--- config.mk ---
export PLATFORM = sky130hd
export DESIGN_NAME = bpsad_accum
export DESIGN_NICKNAME = d
export VERILOG_FILES = /design/src/hw/rtl/bpsad_pkg.sv /design/src/hw/rtl/bpsad_accum.sv
export SDC_FILE = /design/constraint.sdc
export NUM_CORES = 1
export LEC_CHECK = 0
export ABC_AREA = 0
export BUFFER_PORTS_ARGS = -buffer_cell sky130_fd_sc_hd__buf_2
export CORE_ASPECT_RATIO = 2
export CORE_MARGIN = 4
export CORE_UTILIZATION = 30
export CTS_CLUSTER_SIZE = 30
export DETAILED_ROUTE_END_ITERATION = 8
export PLACE_DENSITY_LB_ADDON = 0.12
export SETUP_SLACK_MARGIN = 0.02
export SLEW_MARGIN = 20
export SYNTH_ARGS = -nofsm -noshare
export SYNTH_HDL_FRONTEND = slang
export SYNTH_SLANG_ARGS = --single-unit
--- constraint.sdc ---
create_clock -name clk -period 2.65 [get_ports clk]
set_input_delay 0.265 -clock clk [delete_from_list [all_inputs] [get_ports clk]]
set_output_delay 0.265 -clock clk [all_outputs]
set_load 0.03 [all_outputs]
--- src/hw/rtl/bpsad_pkg.sv ---
// Shared widths, limits and stage tag type for the border-padded 32-wide SAD block.
package bpsad_pkg;

  localparam int ROW_PIXELS = 32;
  localparam int PIX_W      = 8;
  localparam int IDX_W      = $clog2(ROW_PIXELS);
  localparam int OVH_W      = 6;
  localparam int ROW_SAD_W  = PIX_W + IDX_W;
  localparam int SUM_W      = 20;
  localparam int OUT_W      = 19;
  localparam int MAX_ROWS   = 64;
  localparam int PIX_MAX    = (1 << PIX_W) - 1;

  localparam logic [SUM_W-1:0] SAD_LIMIT = SUM_W'(MAX_ROWS * ROW_PIXELS * PIX_MAX);

  typedef logic [ROW_PIXELS-1:0][PIX_W-1:0] bpsad_row_t;

  typedef struct packed {
    logic vld;
    logic last;
  } bpsad_tag_t;

endpackage

--- src/hw/rtl/bpsad_accum.sv ---
// Accumulator stage: saturating block total and the result register.
module bpsad_accum (
  input  logic                            clk,
  input  logic                            rst_n,
  input  bpsad_pkg::bpsad_tag_t           tag,
  input  logic [bpsad_pkg::ROW_SAD_W-1:0] row_sad,
  output logic                            take,
  output logic                            out_valid,
  input  logic                            out_stall,
  output logic [bpsad_pkg::OUT_W-1:0]     out_block_sad
);
  import bpsad_pkg::*;

  logic [SUM_W-1:0] acc_r, acc_nxt;
  logic [SUM_W-1:0] sum_raw, sum_sat;
  logic             out_vld_r, out_vld_nxt;
  logic [OUT_W-1:0] out_sad_r;
  logic             emit;

  assign sum_raw = acc_r + SUM_W'(row_sad);
  assign sum_sat = (sum_raw > SAD_LIMIT) ? SAD_LIMIT : sum_raw;

  // A last row needs the result register free; other rows only touch the total.
  assign take = tag.vld && (!tag.last || !out_vld_r || !out_stall);
  assign emit = take && tag.last;

  always_comb begin
    acc_nxt     = acc_r;
    out_vld_nxt = out_vld_r && out_stall;
    if (take) begin
      acc_nxt = tag.last ? '0 : sum_sat;
    end
    if (emit) begin
      out_vld_nxt = 1'b1;
    end
  end

  always_ff @(posedge clk) begin
    if (!rst_n) begin
      acc_r     <= '0;
      out_vld_r <= 1'b0;
    end else begin
      acc_r     <= acc_nxt;
      out_vld_r <= out_vld_nxt;
    end
  end

  always_ff @(posedge clk) begin
    if (emit) begin
      out_sad_r <= sum_sat[OUT_W-1:0];
    end
  end

  assign out_valid     = out_vld_r;
  assign out_block_sad = out_sad_r;

`ifndef ASSERT_OFF
  a_acc_limit: assert property (@(posedge clk) disable iff (!rst_n)
    acc_r <= SAD_LIMIT)
    else $error("running total above saturation limit");

  a_clear_after_last: assert property (@(posedge clk) disable iff (!rst_n)
    emit |=> acc_r == '0)
    else $error("total not cleared after a last row");

  a_out_limit: assert property (@(posedge clk) disable iff (!rst_n)
    out_vld_r |-> SUM_W'(out_sad_r) <= SAD_LIMIT)
    else $error("emitted total above saturation limit");

  a_no_overwrite: assert property (@(posedge clk) disable iff (!rst_n)
    emit |-> !(out_vld_r && out_stall))
    else $error("held result overwritten");
`endif

endmodule

==> results.json, run 1 <==
{
  "place.port_buffers": 38,
  "cts.hold.buffers_added": 0,
  "skew_ns": 0.00567,
  "final_period_util_pct": 100,
  "boundaryPins": 39,
  "first_global_vias": 2172,
  "clock_power_share_pct": 34.6,
  "worst_pin_slew_ns": 0.520,
  "fp.dieArea_um2": 9320,
  "layout-area-overhead-vs-synth_pct": 43.8,
  "crit_arrival_ns": 2.87,
  "dr_total_vias": 2069,
  "max_slew_margin_pct": 64.8,
  "finalWirelength_mm": 6.76,
  "leading_cell_type_in_the_layout_fill_and_taps_excluded": "sky130_fd_sc_hd__buf_4",
  "endpoint_kind": "flip-flop",
  "result_of_the_run": "finished, violations left",
  "synthesized_cell_area_um2": 2330,
  "number_of_enable_flip_flop_cells_after_synthesis": 19,
  "cell_internal_pwr_uw": 1210,
  "place_hpwl_mm": 5.14,
  "ys.warnings.count": 0,
  "power.density_cell_area_nw_per_um2": 508,
  "final_util_pct": 44.1,
  "remaining_drc_errors": 0,
  "failed_checks": "negative setup slack",
  "nNetsFinal": 359,
  "maxCapViolations": 0,
  "worst_hold_path_type": "in2reg",
  "crit_path_max_fanout": 7,
  "route.detailed.vias_per_inst": 4.91,
  "die_width_um": 70.3,
  "timing_worst_setup_path_type": "reg2reg",
  "power.ir.vdd_worst_mv": 0.304,
  "initial_core_util_pct": 30.7,
  "first_pass_iters": 4,
  "tritoncts": "yes",
  "timing_hold_violations_final": 0,
  "switching_share_pct": 28.7,
  "finalSetupViolCount": 1,
  "power.share.sequential_pct": 41.2,
  "worst_slack_ns": -0.0130,
  "period_minus_slack_ns": 2.66,
  "synthCells": 239,
  "detail_route.iter0.violations": 45,
  "share_comb_of_total_power_pct": 24.2,
  "leakage_uw": 0.00145,
  "nFillCells": 790,
  "maxSlewViolCount": 0,
  "global_route_wire_length_before_repair_mm": 10.5,
  "num_antenna_cells": 0,
  "cts-buffers-inserted": 5,
  "worst_skew_pair.late_latency_ns": 0.29,
  "ys_dominant_reg_cell": "sky130_fd_sc_hd__dfxtp_1",
  "netlist-cell-type-count": 50,
  "synth_async_sr_flop_share_pct": 0,
  "avgSynthCellArea_um2": 9.75,
  "seq_area_frac_synth_pct": 42.5,
  "setup_total_negative_slack_ns": -0.0130,
  "rows": 45,
  "synthesis.nets": 271,
  "globalRouteTotalUtil_pct": 14.4,
  "achievable-frequency_ghz": 0.376,
  "ctsRootBufferMaster": "sky130_fd_sc_hd__clkbuf_16",
  "cp_data_required_time_ns": 2.85,
  "crit_path_start_kind": "flip-flop",
  "clock_transition_at_the_registers_of_the_reported_paths_ns": 0.06,
  "placeableCoreArea_um2": 7600,
  "detail_route_antenna_nets": 0,
  "layout.cells.most_common_list": "46 x sky130_fd_sc_hd__buf_4, 38 x sky130_fd_sc_hd__buf_2, 20 x sky130_fd_sc_hd__dfxtp_1",
  "detail_route.wl_per_cell_um": 16.1,
  "clock_tree.htree_level_count": 2,
  "area_of_all_placed_cells_without_fillers_um2": 3350,
  "cts.sink_count": 40,
  "routabilityCongestion": 0.787,
  "grt.overflow.total": 0,
  "p_sw_uw": 488,
  "cts-root-to-sink-buffers": 2,
  "grt_setup_unrepaired": "true",
  "drive_gt1_share_pct": 41.3,
  "antenna_found_initial": 0,
  "placement.cell_area_um2": 2970,
  "synth_seq_cells": 40,
  "die_h_um": 133,
  "grt_max_degree": 23
}
-- timing repair --
action                                  4_1_cts  5_1_grt
pin swaps                                     1       22
hold endpoints to repair                      0        0
cloned                                        0        2
endpoints found under the setup margin       24       31
setup buffers                                 0        6
gates resized for setup                       7       32
-- cell families (layout without fill, tap and decap cells) --
logic type                 after synthesis  after routing  synth area share [%]
AOI/OAI and AO/OA                       61             61                  18.8
xor gates and xnor gates                17             17                  6.71
adders and majority gates               14             14                  7.84
buffers and inverters                   17            104                  3.54
DFF                                     40             40                  42.5
muxes                                    1              1                 0.430
and+or+nand+nor                         89             90                  20.1
-- Yosys cell counts, types with 2 or more instances --
cell                       number  area (um2)
sky130_fd_sc_hd__clkbuf_1       2        7.51
sky130_fd_sc_hd__buf_6          2        22.5
sky130_fd_sc_hd__buf_2          3        15.0
sky130_fd_sc_hd__nand2_1       18        67.6
sky130_fd_sc_hd__nor2_1        21        78.8
sky130_fd_sc_hd__a21oi_1       15        75.1
sky130_fd_sc_hd__nand2b_1       3        18.8
sky130_fd_sc_hd__ha_1          13         163
sky130_fd_sc_hd__nor3_1         9        45.0
sky130_fd_sc_hd__or2_2          2        12.5
sky130_fd_sc_hd__edfxtp_1      19         571
sky130_fd_sc_hd__a31oi_1        2        12.5
sky130_fd_sc_hd__a22oi_1       13        97.6
sky130_fd_sc_hd__a21o_1         4        30.0
sky130_fd_sc_hd__o21ai_0        7        35.0
sky130_fd_sc_hd__and4_1         2        17.5
sky130_fd_sc_hd__xor2_1         9        78.8
sky130_fd_sc_hd__and2_1         2        12.5
sky130_fd_sc_hd__and3_1         4        25.0
sky130_fd_sc_hd__o31ai_1        4        30.0
sky130_fd_sc_hd__inv_1         10        37.5
sky130_fd_sc_hd__xnor2_1        7        61.3
sky130_fd_sc_hd__nor2b_1       14        87.6
sky130_fd_sc_hd__dfxtp_1       21         420
sky130_fd_sc_hd__nand3_1        6        30.0
sky130_fd_sc_hd__o211ai_1       2        15.0
sky130_fd_sc_hd__a21boi_0       2        15.0
-- metal layers --
metal	wire, um	track usage (%)	vias up
met5	0	0	-
met4	107	5.76	0
met3	182	2.13	6
li1	-	-	1050
met1	2300	13.1	981
met2	4170	29.9	32
-- flip-flops by register name, indices dropped and copies added, names as in the netlist --
signal	count
acc_r	20
out_block_sad	19
out_valid	1
-- area by class of cell --
type / count / area [um2] / area share, %
multi-input cells: 183 / 1500 / 44.6
flip-flops and latches: 40 / 992 / 29.6
repair buffers: 87 / 569 / 17.0
clock buffers: 5 / 125 / 3.74
well taps: 94 / 118 / 3.51
inverters: 10 / 37.5 / 1.12
clock inverters: 2 / 12.5 / 0.374
-- path summary, 6_finish.rpt --
| kind | cells past startpoint | to | from | slack [ns] |
|---|---|---|---|---|
| setup / recovery | 12 | acc_r[1]$_SDFFE_PN0P_ | acc_r[0]$_SDFFE_PN0P_ | -0.01 |
| hold / removal | 3 | out_valid$_SDFF_PN0_ | out_stall | 0.25 |
| setup reg to reg | 12 | acc_r[1]$_SDFFE_PN0P_ | acc_r[0]$_SDFFE_PN0P_ | -0.01 |
| hold reg to reg | 2 | out_valid$_SDFF_PN0_ | out_valid$_SDFF_PN0_ | 0.49 |
-- critical path: stages, from the launching register on --
cell and delay [ns]:
sky130_fd_sc_hd__dfxtp_2 0.34, sky130_fd_sc_hd__ha_4 0.13, sky130_fd_sc_hd__inv_2 0.03, sky130_fd_sc_hd__fa_2 0.33
sky130_fd_sc_hd__nand2b_4 0.16, sky130_fd_sc_hd__a21oi_4 0.18, sky130_fd_sc_hd__o21bai_1 0.10, sky130_fd_sc_hd__xor2_1 0.19
sky130_fd_sc_hd__and4_1 0.24, sky130_fd_sc_hd__nand4_2 0.14, sky130_fd_sc_hd__o2111ai_4 0.33, sky130_fd_sc_hd__nand2_4 0.17
sky130_fd_sc_hd__o31ai_1 0.24
-- per-stage QoR --
step                      std cells  total power [uW]  hold slack, ns  setup WS, ns
after floorplan                 239               931           0.419       0.00951
after global placement          406              1090           0.469        -0.243
after detailed placement        406              1090           0.472        -0.246
after CTS                       413              1690           0.245       -0.0211
after global routing            421              1780           0.280        -0.127
final                           421              1700           0.254       -0.0130
-- power by group through the flow --
stage	clock network, uW	logic (uW)	registers, uW
global route	624	449	704
detailed placement	0	375	714
floorplan	0	182	749
CTS	606	382	700
global placement	0	378	712
finish	588	412	700
No activity file was read; power rests on OpenSTA's default activity.
==> run 2: changes to the inputs <==
--- a/config.mk
+++ b/config.mk
@@ -13,7 +13,6 @@
 export CTS_CLUSTER_SIZE = 30
 export DETAILED_ROUTE_END_ITERATION = 8
 export PLACE_DENSITY_LB_ADDON = 0.12
-export SETUP_SLACK_MARGIN = 0.02
 export SLEW_MARGIN = 20
 export SYNTH_ARGS = -nofsm -noshare
 export SYNTH_HDL_FRONTEND = slang
==> run 2 against run 1 <==
Compared with the run above: the flow still finishes with violations (negative setup slack); setup slack lost 0.057 ns; critical path depth is the same; sequential power about the same; flip-flop and latch count unchanged; first-iteration DRC count up 80%; count of clock-buffer cells in the layout did not move; clock power up 22%; non-clock buffer count up 1; critical path type unchanged; largest cell class unchanged.
==> results.json, run 2 (synthesized netlist as in run 1, its figures left out) <==
{
  "result_of_the_run": "finished, violations left",
  "failed_checks": "negative setup slack",
  "worst_hold_path_type": "in2reg",
  "global_route_wire_length_before_repair_mm": 11.0,
  "crit_arrival_ns": 2.93,
  "power.ir.vdd_worst_mv": 0.231,
  "p_sw_uw": 515,
  "routabilityCongestion": 0.828,
  "power.share.sequential_pct": 37.9,
  "cell_internal_pwr_uw": 1330,
  "cts-root-to-sink-buffers": 2,
  "clock_tree.htree_level_count": 2,
  "initial_core_util_pct": 30.7,
  "rows": 45,
  "drive_gt1_share_pct": 43.2,
  "skew_ns": 0.00554,
  "crit_path_start_kind": "flip-flop",
  "leakage_uw": 0.00147,
  "die_width_um": 70.3,
  "timing_hold_violations_final": 0,
  "place_hpwl_mm": 5.18,
  "clock_power_share_pct": 38.7,
  "first_global_vias": 2134,
  "antenna_found_initial": 0,
  "timing.critical_path.buf_inv": 1,
  "share_comb_of_total_power_pct": 23.4,
  "largest_register_ff_count": 20,
  "top_register": "acc_r",
  "switching_share_pct": 27.9,
  "boundaryPins": 39,
  "maxCapViolations": 0,
  "detail_route_antenna_nets": 0,
  "num_antenna_cells": 0,
  "leading_cell_type_in_the_layout_fill_and_taps_excluded": "sky130_fd_sc_hd__buf_4",
  "maxSlewViolCount": 0,
  "critical_path.cell_chain": "ha_4, inv_2, fa_2, nand2b_4, a21oi_4, o21bai_1, xor2_1, and4_1, nand4_2, o2111ai_4, nand2_4, o31ai_1",
  "critical-path-max-stage-delay_ns": 0.37,
  "fp.dieArea_um2": 9320,
  "finalSetupViolCount": 12,
  "max_slew_margin_pct": 65.6,
  "grt_max_degree": 23,
  "tritoncts": "yes",
  "detail_route.wl_per_cell_um": 16.2,
  "globalRouteTotalUtil_pct": 15.2,
  "remaining_drc_errors": 0,
  "dr_total_vias": 2108,
  "ctsRootBufferMaster": "sky130_fd_sc_hd__clkbuf_16",
  "endpoint_kind": "flip-flop",
  "clock_transition_at_the_registers_of_the_reported_paths_ns": 0.06,
  "layout-area-overhead-vs-synth_pct": 45.4,
  "cts.sink_count": 40,
  "first_pass_iters": 4,
  "layout.cells.most_common_list": "47 x sky130_fd_sc_hd__buf_4, 38 x sky130_fd_sc_hd__buf_2, 20 x sky130_fd_sc_hd__dfxtp_1",
  "timing_worst_setup_path_type": "reg2reg",
  "worst_slack_ns": -0.0697,
  "period_minus_slack_ns": 2.72,
  "worst_pin_slew_ns": 0.509,
  "route.detailed.vias_per_inst": 4.98,
  "final_period_util_pct": 103,
  "power.density_cell_area_nw_per_um2": 546,
  "grt.overflow.total": 0,
  "p_total_uw": 1850,
  "cp_data_required_time_ns": 2.86,
  "holdWs_ns": 0.246,
  "critical_path.slowest_cell": "sky130_fd_sc_hd__o2111ai_4",
  "regToRegSetupSlack_ns": -0.07,
  "grt_setup_unrepaired": "true",
  "placeableCoreArea_um2": 7600,
  "worst_skew_pair.late_latency_ns": 0.29,
  "critical-path-top-delay-family": "compound AO/OA/AOI/OAI gates",
  "place.port_buffers": 38,
  "crit_path_max_fanout": 7,
  "die_h_um": 133,
  "cts-buffers-inserted": 5,
  "nNetsFinal": 360,
  "finalWirelength_mm": 6.86,
  "achievable-frequency_ghz": 0.368,
  "detail_route.iter0.violations": 81,
  "cts.hold.buffers_added": 0
}
-- run 2: layout make-up --
type | instances | area (um2)
inverter | 10 | 37.5
multi-input combinational | 183 | 1490
clock buffer | 5 | 125
timing repair buffer | 88 | 577
clock inverter | 3 | 46.3
tap | 94 | 118
fill | 770 | 4210
sequential | 40 | 992
-- run 2: path summary, 6_finish.rpt --
| kind | start | end | cells after the start |
|---|---|---|---|
| setup / recovery | acc_r[0]$_SDFFE_PN0P_ | acc_r[2]$_SDFFE_PN0P_ | 12 |
| hold / removal | out_stall | out_valid$_SDFF_PN0_ | 3 |
| setup reg to reg | acc_r[0]$_SDFFE_PN0P_ | acc_r[2]$_SDFFE_PN0P_ | 12 |
| hold reg to reg | acc_r[2]$_SDFFE_PN0P_ | acc_r[2]$_SDFFE_PN0P_ | 2 |
-- run 2: per-layer routing --
| metal | GRT usage, % | vias up | routed length, um | part of all wire [%] |
|---|---|---|---|---|
| met2 | 29.7 | 31 | 4020 | 59 |
| met4 | 6.72 | 0 | 202 | 2.9 |
| li1 | - | 1053 | - | - |
| met1 | 15.2 | 1014 | 2440 | 36 |
| met5 | 0 | - | 0 | 0 |
| met3 | 2.43 | 10 | 195 | 2.8 |
-- run 2: timing repair --
| action | in CTS | in global routing |
|---|---|---|
| endpoints found under the setup margin | 24 | 35 |
| gates resized for setup | 15 | 30 |
| setup buffers | 4 | 4 |
| cloned | 1 | 0 |
| pin swaps | 12 | 17 |
-- run 2: power groups by stage --
stage | clock (uW) | combinational [uW] | sequential (uW)
after global placement | 0 | 379 | 712
after global routing | 761 | 472 | 703
after CTS | 741 | 397 | 699
after detailed placement | 0 | 380 | 712
after floorplan | 0 | 179 | 748
final | 715 | 433 | 700
-- run 2: worst reg2reg max path: stages (launching register included) --
cell and delay, ns:
sky130_fd_sc_hd__dfxtp_2 0.35, sky130_fd_sc_hd__ha_4 0.13, sky130_fd_sc_hd__inv_2 0.03, sky130_fd_sc_hd__fa_2 0.33
sky130_fd_sc_hd__nand2b_4 0.16, sky130_fd_sc_hd__a21oi_4 0.20, sky130_fd_sc_hd__o21bai_1 0.11, sky130_fd_sc_hd__xor2_1 0.19
sky130_fd_sc_hd__and4_1 0.24, sky130_fd_sc_hd__nand4_2 0.13, sky130_fd_sc_hd__o2111ai_4 0.37, sky130_fd_sc_hd__nand2_4 0.16
sky130_fd_sc_hd__o31ai_1 0.24
-- run 2: metrics by stage --
step                      TNS [ns]  cell area (um2)  std cells  setup WS [ns]  utilization, %
after global routing         -3.27             3390        423         -0.165            44.6
after detailed placement     -4.72             2940        406         -0.300            38.7
final                       -0.465             3390        423        -0.0697            44.6
after global placement       -4.14             2940        406         -0.298            38.7
after CTS                    -1.08             3220        419        -0.0729            42.3
after floorplan            -0.0126             2360        239        -0.0126               -
